File: src/rtl/core/cnd_pkg.sv
// ----------------------------------------------------------------------------
// cnd_pkg
// Types, codes and lookup functions shared by the cpio newc entry deframer.
// ----------------------------------------------------------------------------
package cnd_pkg;

    localparam int POS_W = 32;

    localparam logic [1:0] PH_HEADER = 2'd0;
    localparam logic [1:0] PH_NAME   = 2'd1;
    localparam logic [1:0] PH_SKIP   = 2'd2;
    localparam logic [1:0] PH_DONE   = 2'd3;

    localparam logic [6:0] HDR_LAST   = 7'd109;
    localparam logic [6:0] MAGIC_LEN  = 7'd6;
    localparam logic [6:0] MODE_FIRST = 7'd14;
    localparam logic [6:0] MODE_LAST  = 7'd21;
    localparam logic [6:0] SIZE_FIRST = 7'd54;
    localparam logic [6:0] SIZE_LAST  = 7'd61;
    localparam logic [6:0] NLEN_FIRST = 7'd94;
    localparam logic [6:0] NLEN_LAST  = 7'd101;

    localparam logic [3:0] NAME_IDX_MAX = 4'd13;
    localparam logic [3:0] TRAILER_LEN  = 4'd10;

    localparam logic [2:0] KIND_DIR       = 3'd0;
    localparam logic [2:0] KIND_FILE      = 3'd1;
    localparam logic [2:0] KIND_IGNORED   = 3'd2;
    localparam logic [2:0] KIND_TRAILER   = 3'd3;
    localparam logic [2:0] KIND_FIRST_BAD = 3'd4;
    localparam logic [2:0] KIND_LATER_BAD = 3'd5;

    localparam logic [3:0] TYPE_DIR  = 4'd4;
    localparam logic [3:0] TYPE_REG  = 4'd8;
    localparam logic [3:0] TYPE_LINK = 4'd10;

    localparam logic CFG_STRIP_DOT   = 1'b0;
    localparam logic CFG_STRIP_SLASH = 1'b1;

    typedef struct packed {
        logic [7:0] data_byte;
        logic       archive_start;
    } t_beat;

    typedef struct packed {
        logic [2:0]       record_kind;
        logic [3:0]       file_type;
        logic [POS_W-1:0] file_size;
        logic [POS_W-1:0] data_offset;
        logic [POS_W-1:0] name_offset;
        logic [POS_W-1:0] name_size;
        logic [POS_W-1:0] file_count;
    } t_record;

    typedef struct packed {
        logic strip_dot;
        logic strip_slash;
    } t_cfg;

    typedef struct packed {
        logic [1:0] phase;
        logic [6:0] hdr_idx;
    } t_status;

    function automatic logic [3:0] hex_value(input logic [7:0] c);
        logic [7:0] d;
        d = 8'h00;
        if (c inside {[8'h30:8'h39]}) begin
            d = c - 8'h30;
        end else if (c inside {[8'h41:8'h46]}) begin
            d = c - 8'h37;
        end else if (c inside {[8'h61:8'h66]}) begin
            d = c - 8'h57;
        end
        return d[3:0];
    endfunction

    function automatic logic [7:0] magic_char(input logic [2:0] k);
        logic [7:0] c;
        case (k)
            3'd0, 3'd2, 3'd4: c = "0";
            3'd1, 3'd3: c = "7";
            3'd5: c = "1";
            default: c = 8'h00;
        endcase
        return c;
    endfunction

    function automatic logic [7:0] trailer_char(input logic [3:0] k);
        logic [7:0] c;
        case (k)
            4'd0: c = "T";
            4'd1: c = "R";
            4'd2: c = "A";
            4'd3: c = "I";
            4'd4: c = "L";
            4'd5: c = "E";
            4'd6: c = "R";
            4'd7, 4'd8, 4'd9: c = "!";
            default: c = 8'h00;
        endcase
        return c;
    endfunction

endpackage

File: src/rtl/core/cnd_byte_if.sv
// ----------------------------------------------------------------------------
// cnd_byte_if
// Archive byte channel: one archive byte and the restart flag per beat.
// ----------------------------------------------------------------------------
interface cnd_byte_if;
    logic       valid;
    logic       ready;
    logic [7:0] data_byte;
    logic       archive_start;

    modport source (output valid, output data_byte, output archive_start, input ready);
    modport sink (input valid, input data_byte, input archive_start, output ready);
endinterface

File: src/rtl/core/cnd_rec_if.sv
// ----------------------------------------------------------------------------
// cnd_rec_if
// Entry record channel: one decoded entry description per beat.
// ----------------------------------------------------------------------------
interface cnd_rec_if;
    logic        valid;
    logic        ready;
    logic [2:0]  record_kind;
    logic [3:0]  file_type;
    logic [31:0] file_size;
    logic [31:0] data_offset;
    logic [31:0] name_offset;
    logic [31:0] name_size;
    logic [31:0] file_count;

    modport source (
        output valid, output record_kind, output file_type, output file_size,
        output data_offset, output name_offset, output name_size, output file_count,
        input ready
    );
    modport sink (
        input valid, input record_kind, input file_type, input file_size,
        input data_offset, input name_offset, input name_size, input file_count,
        output ready
    );
endinterface

File: src/rtl/core/cnd_in_stage.sv
// ----------------------------------------------------------------------------
// cnd_in_stage
// Input register for archive bytes; refills in the cycle it is drained.
// ----------------------------------------------------------------------------
module cnd_in_stage
    import cnd_pkg::*;
(
    input  logic        i_clk,
    input  logic        i_rst_n,
    cnd_byte_if.sink    i_byte,
    input  logic        i_adv,
    output logic        o_valid,
    output t_beat       o_beat
);

    logic  r_valid;
    t_beat r_beat;

    assign i_byte.ready = !r_valid || i_adv;
    assign o_valid      = r_valid;
    assign o_beat       = r_beat;

    always_ff @(posedge i_clk) begin
        if (!i_rst_n) begin
            r_valid <= 1'b0;
        end else if (i_byte.valid && i_byte.ready) begin
            r_valid <= 1'b1;
        end else if (i_adv) begin
            r_valid <= 1'b0;
        end
    end

    always_ff @(posedge i_clk) begin
        if (i_byte.valid && i_byte.ready) begin
            r_beat.data_byte     <= i_byte.data_byte;
            r_beat.archive_start <= i_byte.archive_start;
        end
    end

endmodule

File: src/rtl/core/cnd_parser.sv
// ----------------------------------------------------------------------------
// cnd_parser
// Header, name and skip tracking, one archive byte per cycle while i_adv is
// high; a record is built at an entry's last byte or at a bad magic byte.
// ----------------------------------------------------------------------------
module cnd_parser
    import cnd_pkg::*;
(
    input  logic    i_clk,
    input  logic    i_rst_n,
    input  logic    i_adv,
    input  t_beat   i_beat,
    input  t_cfg    i_cfg,
    output logic    o_produce,
    output t_record o_rec,
    output t_status o_status
);

    logic [POS_W-1:0] r_pos, n_pos;
    logic [POS_W-1:0] r_pos_p1, n_pos_p1;
    logic [1:0]       r_phase, n_phase;
    logic [6:0]       r_hdr, n_hdr;
    logic [15:0]      r_mode, n_mode;
    logic [POS_W-1:0] r_size, n_size;
    logic [POS_W-1:0] r_size_al;
    logic [POS_W-1:0] r_nlen, n_nlen;
    logic [POS_W-1:0] r_left, n_left;
    logic [23:0]      r_prefix, n_prefix;
    logic [3:0]       r_tmatch, n_tmatch;
    logic [3:0]       r_name_idx, n_name_idx;
    logic [POS_W-1:0] r_name_start, n_name_start;
    logic [POS_W-1:0] r_files, n_files;
    logic             r_first, n_first;

    logic [POS_W-1:0] pos_cur, pos1_cur, files_cur, files_inc;
    logic [1:0]       phase_cur;
    logic [6:0]       hdr_cur;
    logic             first_cur;
    logic [7:0]       b;
    logic [3:0]       hexv;

    logic [23:0]      upd_prefix, fin_prefix;
    logic [3:0]       upd_tmatch, fin_tmatch;
    logic [7:0]       p0, p1, ps;
    logic             dot, slash, trailer, is_reg;
    logic [1:0]       s0, s;
    logic [3:0]       ty;
    logic [POS_W-1:0] data_off, skip_len, name_base, name_off;
    logic [2:0]       fin_kind;
    logic             do_finish;

    assign b         = i_beat.data_byte;
    assign hexv      = hex_value(b);
    assign pos_cur   = i_beat.archive_start ? '0 : r_pos;
    assign pos1_cur  = i_beat.archive_start ? POS_W'(1) : r_pos_p1;
    assign phase_cur = i_beat.archive_start ? PH_HEADER : r_phase;
    assign hdr_cur   = i_beat.archive_start ? 7'd0 : r_hdr;
    assign files_cur = i_beat.archive_start ? '0 : r_files;
    assign first_cur = i_beat.archive_start ? 1'b1 : r_first;
    assign files_inc = (files_cur != '1) ? files_cur + POS_W'(1) : files_cur;

    always_comb begin
        logic [3:0] k;
        upd_prefix = r_prefix;
        upd_tmatch = r_tmatch;
        k          = 4'd0;
        if (r_name_idx < 4'd3) begin
            upd_prefix[8*r_name_idx[1:0] +: 8] = b;
        end
        for (int j = 0; j < 4; j++) begin
            k = r_name_idx - 4'(j);
            if (r_name_idx >= 4'(j) && k < TRAILER_LEN && b != trailer_char(k)) begin
                upd_tmatch[j] = 1'b0;
            end
        end
    end

    assign fin_prefix = (phase_cur == PH_NAME) ? upd_prefix : 24'd0;
    assign fin_tmatch = (phase_cur == PH_NAME) ? upd_tmatch : 4'hF;
    assign p0 = fin_prefix[7:0];
    assign p1 = fin_prefix[15:8];

    assign dot     = i_cfg.strip_dot && (r_nlen >= POS_W'(2)) && p0 == "." && p1 == "/";
    assign s0      = dot ? 2'd2 : 2'd0;
    assign ps      = dot ? fin_prefix[23:16] : p0;
    assign slash   = i_cfg.strip_slash && (r_nlen > {30'd0, s0}) && ps == "/";
    assign s       = s0 + {1'b0, slash};
    assign trailer = fin_tmatch[s] && (r_nlen >= {30'd0, s} + POS_W'(10));

    assign ty        = r_mode[15:12];
    assign is_reg    = (ty == TYPE_REG) || (ty == TYPE_LINK);
    assign data_off  = {pos_cur[POS_W-1:2] + 30'd1, 2'b00};
    assign skip_len  = r_size_al + {30'd0, 2'd3 - pos_cur[1:0]};
    assign name_base = (phase_cur == PH_NAME) ? r_name_start : pos1_cur;
    assign name_off  = name_base + {30'd0, s};

    always_comb begin
        if (trailer) begin
            fin_kind = KIND_TRAILER;
        end else if (ty == TYPE_DIR || (is_reg && r_size == '0)) begin
            fin_kind = KIND_DIR;
        end else if (is_reg) begin
            fin_kind = KIND_FILE;
        end else begin
            fin_kind = KIND_IGNORED;
        end
    end

    always_comb begin
        n_pos        = r_pos;
        n_pos_p1     = r_pos_p1;
        n_phase      = r_phase;
        n_hdr        = r_hdr;
        n_mode       = r_mode;
        n_size       = r_size;
        n_nlen       = r_nlen;
        n_left       = r_left;
        n_prefix     = r_prefix;
        n_tmatch     = r_tmatch;
        n_name_idx   = r_name_idx;
        n_name_start = r_name_start;
        n_files      = r_files;
        n_first      = r_first;
        do_finish    = 1'b0;
        o_produce    = 1'b0;
        o_rec        = '0;
        if (i_adv) begin
            n_pos    = pos1_cur;
            n_pos_p1 = pos1_cur + POS_W'(1);
            n_phase  = phase_cur;
            n_hdr    = hdr_cur;
            n_files  = files_cur;
            n_first  = first_cur;
            case (phase_cur)
                PH_HEADER: begin
                    if (hdr_cur == 7'd0) begin
                        n_mode = '0;
                        n_size = '0;
                        n_nlen = '0;
                    end
                    if (hdr_cur < MAGIC_LEN && b != magic_char(hdr_cur[2:0])) begin
                        o_produce          = 1'b1;
                        o_rec.record_kind  = first_cur ? KIND_FIRST_BAD : KIND_LATER_BAD;
                        o_rec.file_count   = files_cur;
                        n_hdr              = 7'd0;
                        n_phase            = PH_DONE;
                    end else begin
                        if (hdr_cur inside {[MODE_FIRST:MODE_LAST]}) begin
                            n_mode = {r_mode[11:0], hexv};
                        end
                        if (hdr_cur inside {[SIZE_FIRST:SIZE_LAST]}) begin
                            n_size = {r_size[POS_W-5:0], hexv};
                        end
                        if (hdr_cur inside {[NLEN_FIRST:NLEN_LAST]}) begin
                            n_nlen = {r_nlen[POS_W-5:0], hexv};
                        end
                        if (hdr_cur == HDR_LAST) begin
                            n_hdr        = 7'd0;
                            n_prefix     = 24'd0;
                            n_tmatch     = 4'hF;
                            n_name_idx   = 4'd0;
                            n_name_start = pos1_cur;
                            if (r_nlen == '0) begin
                                do_finish = 1'b1;
                            end else begin
                                n_left  = r_nlen;
                                n_phase = PH_NAME;
                            end
                        end else begin
                            n_hdr = hdr_cur + 7'd1;
                        end
                    end
                end
                PH_NAME: begin
                    n_prefix = upd_prefix;
                    n_tmatch = upd_tmatch;
                    if (r_name_idx < NAME_IDX_MAX) begin
                        n_name_idx = r_name_idx + 4'd1;
                    end
                    n_left = r_left - POS_W'(1);
                    if (r_left == POS_W'(1)) begin
                        do_finish = 1'b1;
                    end
                end
                PH_SKIP: begin
                    n_left = r_left - POS_W'(1);
                    if (r_left == POS_W'(1)) begin
                        n_phase = PH_HEADER;
                    end
                end
                default: begin
                end
            endcase
            if (do_finish) begin
                o_produce         = 1'b1;
                o_rec.record_kind = fin_kind;
                o_rec.file_type   = ty;
                o_rec.file_size   = r_size;
                o_rec.data_offset = data_off;
                o_rec.name_offset = name_off;
                o_rec.name_size   = r_nlen;
                o_rec.file_count  = files_cur;
                n_first           = 1'b0;
                if (trailer) begin
                    n_phase = PH_DONE;
                end else begin
                    n_left  = skip_len;
                    n_phase = (skip_len != '0) ? PH_SKIP : PH_HEADER;
                    if (fin_kind == KIND_FILE) begin
                        n_files          = files_inc;
                        o_rec.file_count = files_inc;
                    end
                end
            end
        end
    end

    always_ff @(posedge i_clk) begin
        if (!i_rst_n) begin
            r_pos        <= '0;
            r_pos_p1     <= POS_W'(1);
            r_phase      <= PH_HEADER;
            r_hdr        <= 7'd0;
            r_mode       <= '0;
            r_size       <= '0;
            r_nlen       <= '0;
            r_left       <= '0;
            r_prefix     <= 24'd0;
            r_tmatch     <= 4'hF;
            r_name_idx   <= 4'd0;
            r_name_start <= '0;
            r_files      <= '0;
            r_first      <= 1'b1;
        end else begin
            r_pos        <= n_pos;
            r_pos_p1     <= n_pos_p1;
            r_phase      <= n_phase;
            r_hdr        <= n_hdr;
            r_mode       <= n_mode;
            r_size       <= n_size;
            r_nlen       <= n_nlen;
            r_left       <= n_left;
            r_prefix     <= n_prefix;
            r_tmatch     <= n_tmatch;
            r_name_idx   <= n_name_idx;
            r_name_start <= n_name_start;
            r_files      <= n_files;
            r_first      <= n_first;
        end
    end

    // The size field settles dozens of beats before the entry record, so its
    // rounded copy may lag it through a register.
    always_ff @(posedge i_clk) begin
        r_size_al <= (r_size + POS_W'(3)) & ~POS_W'(3);
    end

    assign o_status.phase   = r_phase;
    assign o_status.hdr_idx = r_hdr;

endmodule

File: src/rtl/core/cnd_out_stage.sv
// ----------------------------------------------------------------------------
// cnd_out_stage
// Output register for entry records; holds a record until it is taken.
// ----------------------------------------------------------------------------
module cnd_out_stage
    import cnd_pkg::*;
(
    input  logic     i_clk,
    input  logic     i_rst_n,
    input  logic     i_load,
    input  t_record  i_rec,
    output logic     o_free,
    cnd_rec_if.source o_rec
);

    logic    r_valid;
    t_record r_rec;

    assign o_free = !r_valid || o_rec.ready;

    always_ff @(posedge i_clk) begin
        if (!i_rst_n) begin
            r_valid <= 1'b0;
        end else if (i_load) begin
            r_valid <= 1'b1;
        end else if (o_rec.ready) begin
            r_valid <= 1'b0;
        end
    end

    always_ff @(posedge i_clk) begin
        if (i_load) begin
            r_rec <= i_rec;
        end
    end

    assign o_rec.valid       = r_valid;
    assign o_rec.record_kind = r_rec.record_kind;
    assign o_rec.file_type   = r_rec.file_type;
    assign o_rec.file_size   = r_rec.file_size;
    assign o_rec.data_offset = r_rec.data_offset;
    assign o_rec.name_offset = r_rec.name_offset;
    assign o_rec.name_size   = r_rec.name_size;
    assign o_rec.file_count  = r_rec.file_count;

endmodule

File: src/rtl/core/cpio_newc_entry_deframer.sv
// ----------------------------------------------------------------------------
// cpio_newc_entry_deframer
// Parses a cpio newc archive byte stream and emits one record per entry.
// ----------------------------------------------------------------------------
//  Channel   Dir  Beat contents
//  i_byte    in   data_byte, archive_start
//  o_rec     out  record_kind, file_type, file_size, data_offset,
//                 name_offset, name_size, file_count
//  i_cfg_*   in   register write: index 0 strip dot-slash, 1 strip slash
//
// One byte is accepted per cycle while no record stalls; a record reaches
// o_rec from its completing byte through the input and output registers.
// The parser state updates once per byte in a single pass of logic.
// After reset both strip options are on and the first beat can enter at once.
// A stalled record holds the parser; the input register still takes one beat.
// ----------------------------------------------------------------------------
module cpio_newc_entry_deframer
    import cnd_pkg::*;
(
    input  logic      i_clk,
    input  logic      i_rst_n,
    cnd_byte_if.sink  i_byte,
    cnd_rec_if.source o_rec,
    input  logic      i_cfg_we,
    input  logic      i_cfg_idx,
    input  logic      i_cfg_data
);

    t_cfg    r_cfg;
    logic    in_valid;
    t_beat   in_beat;
    logic    out_free;
    logic    adv;
    logic    produce;
    t_record rec;
    t_status status;

    assign adv = in_valid && out_free;

    always_ff @(posedge i_clk) begin
        if (!i_rst_n) begin
            r_cfg.strip_dot   <= 1'b1;
            r_cfg.strip_slash <= 1'b1;
        end else if (i_cfg_we) begin
            case (i_cfg_idx)
                CFG_STRIP_DOT:   r_cfg.strip_dot   <= i_cfg_data;
                CFG_STRIP_SLASH: r_cfg.strip_slash <= i_cfg_data;
                default: begin
                end
            endcase
        end
    end

    cnd_in_stage u_in (
        .i_clk   (i_clk),
        .i_rst_n (i_rst_n),
        .i_byte  (i_byte),
        .i_adv   (adv),
        .o_valid (in_valid),
        .o_beat  (in_beat)
    );

    cnd_parser u_parser (
        .i_clk     (i_clk),
        .i_rst_n   (i_rst_n),
        .i_adv     (adv),
        .i_beat    (in_beat),
        .i_cfg     (r_cfg),
        .o_produce (produce),
        .o_rec     (rec),
        .o_status  (status)
    );

    cnd_out_stage u_out (
        .i_clk   (i_clk),
        .i_rst_n (i_rst_n),
        .i_load  (adv && produce),
        .i_rec   (rec),
        .o_free  (out_free),
        .o_rec   (o_rec)
    );

    a_rec_loaded: assert property (@(posedge i_clk) disable iff (!i_rst_n)
        (adv && produce) |=> o_rec.valid)
        else $error("record produced but output not valid");

    a_hdr_idle: assert property (@(posedge i_clk) disable iff (!i_rst_n)
        (status.phase != PH_HEADER) |-> (status.hdr_idx == 7'd0))
        else $error("header index left nonzero outside header phase");

    a_hdr_range: assert property (@(posedge i_clk) disable iff (!i_rst_n)
        status.hdr_idx <= HDR_LAST)
        else $error("header index beyond header length");

    a_kind_range: assert property (@(posedge i_clk) disable iff (!i_rst_n)
        o_rec.valid |-> (o_rec.record_kind <= KIND_LATER_BAD))
        else $error("record kind out of range");

endmodule

File: src/flat_wrapper.sv
// flat-port wrapper written by rule: the top's interface ports become plain ports
module cpio_newc_entry_deframer_flat import cnd_pkg::*;
  (i_clk, i_rst_n, i_cfg_we, i_cfg_idx, i_cfg_data, i_byte_valid, i_byte_data_byte, i_byte_archive_start, i_byte_ready, o_rec_valid, o_rec_record_kind, o_rec_file_type, o_rec_file_size, o_rec_data_offset, o_rec_name_offset, o_rec_name_size, o_rec_file_count, o_rec_ready);
  cnd_byte_if i_byte_i ();
  cnd_rec_if o_rec_i ();
  input  logic i_clk;
  input  logic i_rst_n;
  input  logic i_cfg_we;
  input  logic i_cfg_idx;
  input  logic i_cfg_data;
  input wire logic [$bits(i_byte_i.valid)-1:0] i_byte_valid;
  input wire logic [$bits(i_byte_i.data_byte)-1:0] i_byte_data_byte;
  input wire logic [$bits(i_byte_i.archive_start)-1:0] i_byte_archive_start;
  output wire logic [$bits(i_byte_i.ready)-1:0] i_byte_ready;
  output wire logic [$bits(o_rec_i.valid)-1:0] o_rec_valid;
  output wire logic [$bits(o_rec_i.record_kind)-1:0] o_rec_record_kind;
  output wire logic [$bits(o_rec_i.file_type)-1:0] o_rec_file_type;
  output wire logic [$bits(o_rec_i.file_size)-1:0] o_rec_file_size;
  output wire logic [$bits(o_rec_i.data_offset)-1:0] o_rec_data_offset;
  output wire logic [$bits(o_rec_i.name_offset)-1:0] o_rec_name_offset;
  output wire logic [$bits(o_rec_i.name_size)-1:0] o_rec_name_size;
  output wire logic [$bits(o_rec_i.file_count)-1:0] o_rec_file_count;
  input wire logic [$bits(o_rec_i.ready)-1:0] o_rec_ready;
  assign i_byte_i.valid = i_byte_valid;
  assign i_byte_i.data_byte = i_byte_data_byte;
  assign i_byte_i.archive_start = i_byte_archive_start;
  assign i_byte_ready = i_byte_i.ready;
  assign o_rec_valid = o_rec_i.valid;
  assign o_rec_record_kind = o_rec_i.record_kind;
  assign o_rec_file_type = o_rec_i.file_type;
  assign o_rec_file_size = o_rec_i.file_size;
  assign o_rec_data_offset = o_rec_i.data_offset;
  assign o_rec_name_offset = o_rec_i.name_offset;
  assign o_rec_name_size = o_rec_i.name_size;
  assign o_rec_file_count = o_rec_i.file_count;
  assign o_rec_i.ready = o_rec_ready;
  cpio_newc_entry_deframer u_core (.i_clk(i_clk), .i_rst_n(i_rst_n), .i_byte(i_byte_i), .o_rec(o_rec_i), .i_cfg_we(i_cfg_we), .i_cfg_idx(i_cfg_idx), .i_cfg_data(i_cfg_data));
endmodule
File: config.mk
export PLATFORM = sky130hd
export DESIGN_NAME = cpio_newc_entry_deframer_flat
export DESIGN_NICKNAME = d
export VERILOG_FILES = /design/src/rtl/core/cnd_pkg.sv /design/src/rtl/core/cnd_byte_if.sv /design/src/rtl/core/cnd_rec_if.sv /design/src/rtl/core/cnd_in_stage.sv /design/src/rtl/core/cnd_parser.sv /design/src/rtl/core/cnd_out_stage.sv /design/src/rtl/core/cpio_newc_entry_deframer.sv /design/src/flat_wrapper.sv
export SDC_FILE = /design/constraint.sdc
export NUM_CORES = 1
export LEC_CHECK = 0
export BUFFER_PORTS_ARGS = -buffer_cell sky130_fd_sc_hd__buf_2
export CAP_MARGIN = 10
export CORE_ASPECT_RATIO = 0.75
export CORE_MARGIN = 10
export CORE_UTILIZATION = 59
export CTS_CLUSTER_DIAMETER = 120
export DETAILED_ROUTE_END_ITERATION = 16
export PLACE_DENSITY = 0.85
export SLEW_MARGIN = 0
export SYNTH_ARGS = -nofsm -noshare
export SYNTH_HDL_FRONTEND = slang
export SYNTH_HIERARCHICAL = 1
export SYNTH_SLANG_ARGS = --single-unit
export TNS_END_PERCENT = 20
File: constraint.sdc
create_clock -name i_clk -period 11.8 [get_ports i_clk]
set_input_delay 1.77 -clock i_clk [delete_from_list [all_inputs] [get_ports i_clk]]
set_output_delay 1.77 -clock i_clk [all_outputs]
set_load 0.02 [all_outputs]
**Yosys cells after proc, flatten, opt, wreduce, memory -nomap -nowiden**

Memory sizes are Yosys's and may differ from the RTL's. A register that Yosys moved wholly into a read port is not among the register bits.
Index checks and enable logic that the tools add are counted.

- Eq/ne operators: 25
- Order comparisons: 27
- Reduce and logical (&&, ||, !) cells: 50
- Bitwise gates (word level): 2
- Muxes and demuxes: 91
- Shift-type cells: 2
- $add $sub $neg: 19

Operators by type and width:

| operator | count |
|---|---|
| 32-bit 2-to-1 mux | 21 |
| 167-bit 2-to-1 mux | 1 |
| 24-bit 2-to-1 mux | 4 |
| 32-bit by 1-bit adder with 32-bit output (second input constant) | 2 |
| 32-bit by 2-bit adder with 32-bit output | 2 |
| 32-bit zero test | 2 |
| 32-bit case mux with 2 select lines | 1 |
| 16-bit 2-to-1 mux | 3 |
| 24-bit case mux with 2 select lines | 1 |
| 4-bit 2-to-1 mux | 11 |
| 8-bit != test | 5 |
| 5-bit negator with 34-bit output | 1 |
| 8-bit by 34-bit variable shift with 24-bit output (first input constant) | 1 |
| 8-bit by 34-bit indexed part select with 24-bit output | 1 |
| 32-bit by 2-bit adder with 32-bit output (second input constant) | 1 |
| 32-bit by 1-bit equality test with 1-bit output (second input constant) | 1 |
| 32-bit by 2-bit >= comparator with 1-bit output (second input constant) | 1 |
| 32-bit by 5-bit >= comparator with 1-bit output | 1 |
| 32-bit by 2-bit > comparator with 1-bit output | 1 |
| 32-bit != test (second input constant) | 1 |
| 32-bit nonzero test | 1 |
| 32-bit by 1-bit subtractor with 32-bit output (second input constant) | 1 |
| 30-bit by 1-bit adder with 30-bit output (second input constant) | 1 |
| 7-bit 2-to-1 mux | 4 |
| other kinds (58) | 147 |

- Register bits: 492
- Logic and storage cells: 249
- Output and inout bits: 169
- Memory bits (read-only): 448
- Input bits: 16
- Memories kept: 4

Memories:

| name | depth | width | rd ports | clocked after Yosys merged registers in | write ports | RTL line | source |
|---|---|---|---|---|---|---|---|
| (no name shown) | 16 | 7 | 1 | 1 | 0 | cnd_pkg.sv:91 | `case (k)` |
| (no name shown) | 16 | 7 | 1 | 0 | 0 | cnd_pkg.sv:91 |  |
| (no name shown) | 16 | 7 | 1 | 0 | 0 | cnd_pkg.sv:91 |  |
| (no name shown) | 16 | 7 | 1 | 0 | 0 | cnd_pkg.sv:91 |  |

**Logic depth before layout (Yosys ltp)**

- Depth after elaboration: 21
- Mapped depth: 30
- Depth with buffers taken out: 23

**Modules after synthesis**

Netlist, hierarchy kept.

By module, submodules not included:

| module | instances | cells each | area each (um^2) |
|---|---|---|---|
| cnd_parser | 1 | 2678 | 20229.4 |
| cnd_out_stage | 1 | 171 | 5063.6 |
| cnd_in_stage | 1 | 14 | 327.8 |
| cpio_newc_entry_deframer | 1 | 11 | 100.1 |

**Least setup slack after synthesis**

No wires, ideal clock.

- Path kind: reg-to-reg
- From: register u_core.u_in.r_beat (netlist bit u_core/u_in/o_beat[0])
- To: register u_core.u_out.r_rec (netlist bit u_core/u_out/o_rec.data_offset[0]), enable pin
- Path slack: 3925 ps
- Path buffers: 6
- Library setup time: 549 ps
- Arrival time: 7327 ps
- Stages on the path, launching flop included: 20
- Path through: edfxtp_1 -> clkbuf_1 -> inv_1 -> buf_2 -> buf_1 -> clkbuf_1 -> buf_1 -> nand2_1 -> inv_1 -> ha_1 -> ha_1 -> a2111oi_0 -> nor2_1 -> a21oi_1 -> o221ai_1 -> nand2b_1 -> and2_1 -> clkbuf_1 -> inv_1 -> and3_1

- Longest elaborated chain between the ends: 14
- Elaborated cells on any way between the ends: 28
- Those cells by class: order compare (1); eq/ne (8); mux (13); reduce/logical (6)

RTL lines:

| element | RTL line | source |
|---|---|---|
| start: declaration | cnd_in_stage.sv:17 | `t_beat r_beat;` |
| 7-bit 2-to-1 mux | cnd_parser.sv:57 | `assign hdr_cur = i_beat.archive_start ? 7'd0 : r_hdr;` |
| 3-bit by 2-bit equality test with 1-bit output, or another cell as far along | cnd_pkg.sv:80 | `case (k)` |
| 3-bit OR reduction or 2-bit OR reduction (tied branches) | cnd_pkg.sv:80 |  |
| 6-bit case mux with 3 select lines | cnd_pkg.sv:80 |  |
| 8-bit 2-to-1 mux | cnd_parser.sv:134 | `case (phase_cur)` |
| 8-bit 2-to-1 mux | cnd_parser.sv:127 | `if (i_adv) begin` |
| 8-bit != test | cnd_parser.sv:141 | `if (hdr_cur < MAGIC_LEN && b != magic_char(hdr_cur[2:0])) begin` |
| 1-bit logical AND | cnd_parser.sv:141 |  |
| 1-bit 2-to-1 mux | cnd_parser.sv:141 |  |
| 1-bit case mux with 2 select lines | cnd_parser.sv:134 |  |
| 1-bit 2-to-1 mux | cnd_parser.sv:127 |  |
| 1-bit 2-to-1 mux (*) | cnd_parser.sv:194 | `if (do_finish) begin` |
| 1-bit 2-to-1 mux (*) | cnd_parser.sv:127 |  |
| named net u_core.produce | cpio_newc_entry_deframer.sv:34 | `logic produce;` |
| 1-bit logical AND (*) | cpio_newc_entry_deframer.sv:77 | `.i_load (adv && produce),` |
| end signal: assignment | cnd_out_stage.sv:33 | `r_rec <= i_rec;` |
| end: declaration | cnd_out_stage.sv:17 | `t_record r_rec;` |

Mark *: on every way through the listed nets, which the timed path passes. The rest lies on a longest branch. The select of a mux whose other input is x is not followed.
A chain may end at the register's enable or synchronous reset.

**Worst setup path in the final report**

- From: register u_core.u_parser.r_name_idx[1]
- To: register u_core.u_parser.r_files[23]

- Longest elaborated chain between the ends: 21
- Elaborated cells on any way between the ends: 58
- Those cells by class: add/sub (6); order compare (11); eq/ne (7); shift (2); mux (16); reduce/logical (13); memory (3)

RTL lines:

| element | RTL line | source |
|---|---|---|
| start: declaration | cnd_parser.sv:30 | `logic [3:0] r_name_idx, n_name_idx;` |
| start signal: assignment | cnd_parser.sv:245 | `r_name_idx <= n_name_idx;` |
| 5-bit negator with 34-bit output | cnd_parser.sv:68 | `upd_prefix[8*r_name_idx[1:0] +: 8] = b;` |
| 8-bit by 34-bit indexed part select with 24-bit output or 8-bit by 34-bit variable shift with 24-bit output (tied branches) | cnd_parser.sv:68 |  |
| 24-bit bitwise mux | cnd_parser.sv:68 |  |
| 24-bit 2-to-1 mux | cnd_parser.sv:67 | `if (r_name_idx < 4'd3) begin` |
| 24-bit 2-to-1 mux | cnd_parser.sv:78 | `assign fin_prefix = (phase_cur == PH_NAME) ? upd_prefix : 24'd0;` |
| 8-bit by 6-bit equality test with 1-bit output | cnd_parser.sv:83 | `assign dot = i_cfg.strip_dot && (r_nlen >= POS_W'(2)) && p0 == "." && p1 == "/";` |
| 1-bit logical AND (2 in series) | cnd_parser.sv:83 |  |
| 2-bit 2-to-1 mux | cnd_parser.sv:84 | `assign s0 = dot ? 2'd2 : 2'd0;` |
| [... 4 more ...] | - |  |
| 2-bit by 4-bit adder with 5-bit output or 1-bit binary-select mux with 2-bit select (tied branches) | cnd_parser.sv:88 | `assign trailer = fin_tmatch[s] && (r_nlen >= {30'd0, s} + POS_W'(10));` |
| 32-bit by 5-bit >= comparator with 1-bit output or 1-bit 2-to-1 mux (tied branches) | cnd_parser.sv:88 |  |
| 1-bit logical AND (*) | cnd_parser.sv:88 |  |
| 2-bit 2-to-1 mux | cnd_parser.sv:98 | `if (trailer) begin` |
| 3-bit by 1-bit equality test with 1-bit output | cnd_parser.sv:209 | `if (fin_kind == KIND_FILE) begin` |
| 32-bit 2-to-1 mux | cnd_parser.sv:209 |  |
| 32-bit 2-to-1 mux (*) | cnd_parser.sv:204 | `if (trailer) begin` |
| 32-bit 2-to-1 mux (*) | cnd_parser.sv:194 |  |
| end signal: assignment | cnd_parser.sv:247 | `r_files <= n_files;` |
| end: declaration | cnd_parser.sv:32 | `logic [POS_W-1:0] r_files, n_files;` |

Every way passes the cells marked *; elsewhere a longest branch is shown, timed or not. The select of a mux whose other input is x is not followed.

==> metrics.md <==
| Metric | Value |
|---|---|
| Max-cap violations | `0` |
| Worst r2r src | `u_core/u_parser/r_name_idx[1]$_SDFFE_PN0P_` |
| Max FO, Critical Path | `78` |
| Worst-Margin Slew | `1.26 ns` |
| Placed instance area | `26800 sq um` |
| Clock buffer depth | `3` |
| Total Wirelength | `77400 um` |
| Met2 WL | `33400 um` |
| EDFF count, synth | `176` |
| Most used cell, CP | `ha_1` |
| Period minus WS final | `7.12 ns` |
| Worst path cell trace | `inv_1 > ha_1 > and3b_1 > a41oi_1 > or3_1 > nor4_1 > buf_4 > ha_1 > nor2_1 > nor2_1 > o31ai_1 > nor3_1 > nor2b_1 > ha_1 > nor2b_1 > o21bai_1 > a21oi_1 > o21ai_0 > o2111ai_1 > o311ai_4 > buf_4 > or4_1 > and4_1 > a311o_1` |
| Pre-Repair DR Iteration Count | `6` |
| Fmax | `141 MHz` |
| Dominant cells by area after synthesis | `dfxtp_1 25%, edfxtp_1 21%, nor2_1 5.0%` |
| Initial antenna violation count | `1` |
| Global route overflow | `0` |
| Setup_tns | `0 ns` |
| Comb power frac | `0.087` |
| Cell Area, Synth | `25700 sq um` |
| Slew HR | `0.162` |
| Worst-path clk slew | `0.07 ns` |
| Top Metal Used | `met4` |
| Async S/R FF share, synth | `0` |
| Sw Share | `0.248` |
| Chip Width | `261 um` |
| Setup repair bufs after CTS | `0` |
| Mapped Cells | `2874` |
| CP max stage cell | `ha_1` |
| Synth unique cells | `98` |
| Endpoints failing hold | `0` |
| Post-cts resize count | `0` |
| Synthesized flop and latch total | `499` |
| Most common cell after layout, fill and taps aside | `nor2_1` |
| Synth Warn # | `6` |
| Vias per cell | `6.44` |
| NetSw | `927 uW` |
| Final instance area | `28500 sq um` |
| Iter 0 DRT Violations | `3320` |
| Layout cells sized above 1 | `0.121` |
| # nets final | `2992` |
| Ant diodes | `0` |
| DRC viols | `0` |
| Commonest non-fill, non-tap cells in the layout | `344 x nor2_1, 323 x dfxtp_1, 304 x nand2_1` |
| Area leader, netlist | `dfxtp_1` |
| WL per Instance | `21.8 um` |
| Global-route usage over all layers | `0.282` |
| Port bufs | `184` |
| Most used DFF post-synth | `dfxtp_1` |
| Num ports | `185` |
| Crit Path Category | `flop to flop` |
| TritonCTS clock tree | `built` |
| PwrDens | `131 nW/um^2` |
| Post-route ant nets | `0` |
| Cell Int Power | `2.81 mW` |
| Slew Viols, Final | `0` |
| Total CTS buffers | `49` |
| Layout area overhead | `10.9%` |
| Detailed placement HPWL | `51500 um` |
| Post-synthesis area per instance | `8.95 sq um` |
| Starting Density | `0.596` |
| Latest clock arrival within the worst-skew pair | `0.60 ns` |
| Maximum VDD drop | `0.000112 V` |
| Clock group share of total power | `0.429` |
| Worst stage delay on the critical path | `0.86 ns` |
| HP Class | `flop to flop` |
| WP data required | `12.28 ns` |
| Top-area cell type share of the netlist area | `0.251` |
| Flop pwr share | `0.484` |
| P_leak | `10.6 nW` |
| CP endpoint kind | `flop` |
| # rows | `66` |
| CP Launch Point | `u_core/u_parser/r_name_idx[1]$_SDFFE_PN0P_` |
| Via count | `22900` |
| Worst path arrival time | `7.59 ns` |
| Status | `completed` |
| Seq/Total Area, Yosys | `0.457` |
| Worst setup SP type | `flop` |
| # hold bufs at CTS | `0` |
| Die Ht | `201 um` |
| H-tree Lvls | `2` |
| Vias in the first global route | `21200` |
| Largest net degree at the start of global routing | `97` |
| Final setup vio count | `0` |
| RSZ-0062 raised after global routing | `false` |
| Placer congestion estimate | `0.968` |
| Skew final | `0.0311 ns` |
| Wl on met1 | `32700 um` |
| Metal3 WL | `9560 um` |
| Core area | `43200 sq um` |
| Tcrit/Tclk final | `0.603` |
| First-pass GRT wire length | `120000 um` |
| CTS Sinks | `499` |
| CTS root buffer | `clkbuf_16` |
| Hold path startpoint | `u_core/u_parser/r_name_start[26]$_SDFFE_PN0P_` |
| Area of the die | `52400 sq um` |
-- synth_stat cells, types with 42 or more instances --
master	n
nor2b_1	118
xnor2_1	92
and3_1	97
clkbuf_1	177
dfxtp_1	323
nand3_1	113
o21ai_0	99
inv_1	42
nor3_1	55
nand2_1	305
nor4_1	56
xor2_1	89
nor2_1	345
a21oi_1	111
mux2i_1	61
edfxtp_1	176
and2_1	48
a22oi_1	112
-- path summary, 6_finish.rpt --
path | endpoint | slack [ns] | cells past startpoint
worst max-delay path | u_core/u_parser/r_files[23]$_SDFFE_PN0P_ | 4.68 | 24
worst min-delay path | u_core/u_parser/r_name_start[26]$_SDFFE_PN0P_ | 0.45 | 2
worst max register to register | u_core/u_parser/r_files[23]$_SDFFE_PN0P_ | 4.68 | 24
worst min register to register | u_core/u_parser/r_name_start[26]$_SDFFE_PN0P_ | 0.45 | 2
-- metrics by stage --
stage	cells	setup WS, ns	power, mW	util	hold slack (ns)
finish	3555	4.68	3.74	0.660	0.452
global route	3555	4.25	3.84	0.660	0.476
global placement	3461	5.31	2.15	0.621	0.436
floorplan	2875	3.92	2.07	-	0.429
CTS	3553	4.87	3.74	0.660	0.452
detailed placement	3462	4.98	2.16	0.621	0.444
-- metal layers --
| metal | global-route usage | up-vias |
|---|---|---|
| li1 | - | 10300 |
| met1 | 0.410 | 10900 |
| met2 | 0.414 | 1466 |
| met3 | 0.0589 | 149 |
| met4 | 0.0789 | 0 |
| met5 | 0 | - |
-- cells by family after synthesis --
kind of cell / after synthesis / synth area share
AND/OR/NAND/NOR: 1311 / 0.259
buffers and inverters: 257 / 0.0396
multiplexers: 71 / 0.0281
flip-flops: 499 / 0.457
other: 1 / 0.000146
adder cells (fa/ha/maj): 39 / 0.0193
XOR/XNOR: 182 / 0.0623
AO/OA/AOI/OAI: 514 / 0.135
-- registers in the layout, indices dropped and copies added, names as in the netlist, 30 cells and up, named ones only --
signal / count
u_core/u_parser/r_pos_p1: 32
u_core/u_parser/r_size: 32
u_core/u_parser/r_nlen: 32
u_core/u_out/o_rec.name_size: 32
u_core/u_parser/r_size_al: 30
u_core/u_out/o_rec.file_count: 32
u_core/u_out/o_rec.data_offset: 32
u_core/u_parser/r_left: 32
u_core/u_out/o_rec.name_offset: 32
u_core/u_out/o_rec.file_size: 32
u_core/u_parser/r_pos: 32
u_core/u_parser/r_name_start: 32
u_core/u_parser/r_files: 32
-- worst max-delay path: cells and delay by family, from the launching register on --
family	cells	cell delay, ns
and+or+nand+nor	10	2.85
AOI/OAI and AO/OA	8	1.30
adders and majority gates	3	1.27
buffers and inverters	3	0.87
DFF	1	0.65
-- power groups by stage --
stage | sequential (mW) | clock [mW] | combinational [mW]
2_1_floorplan | 1.85 | 0 | 0.225
3_3_place_gp | 1.85 | 0 | 0.303
3_5_place_dp | 1.85 | 0 | 0.311
4_1_cts | 1.81 | 1.62 | 0.313
5_1_grt | 1.81 | 1.68 | 0.350
6_report | 1.81 | 1.60 | 0.325
-- area by class of cell --
| cell class | instances | area, sq um |
|---|---|---|
| clock buffer | 74 | 1490 |
| clock inverter | 17 | 168 |
| fill | 3394 | 14700 |
| inverter | 45 | 170 |
| multi-input combinational | 2119 | 13000 |
| sequential | 499 | 11800 |
| tap | 578 | 723 |
| timing repair buffer | 223 | 1220 |
Power figures use the tool's default switching activity.
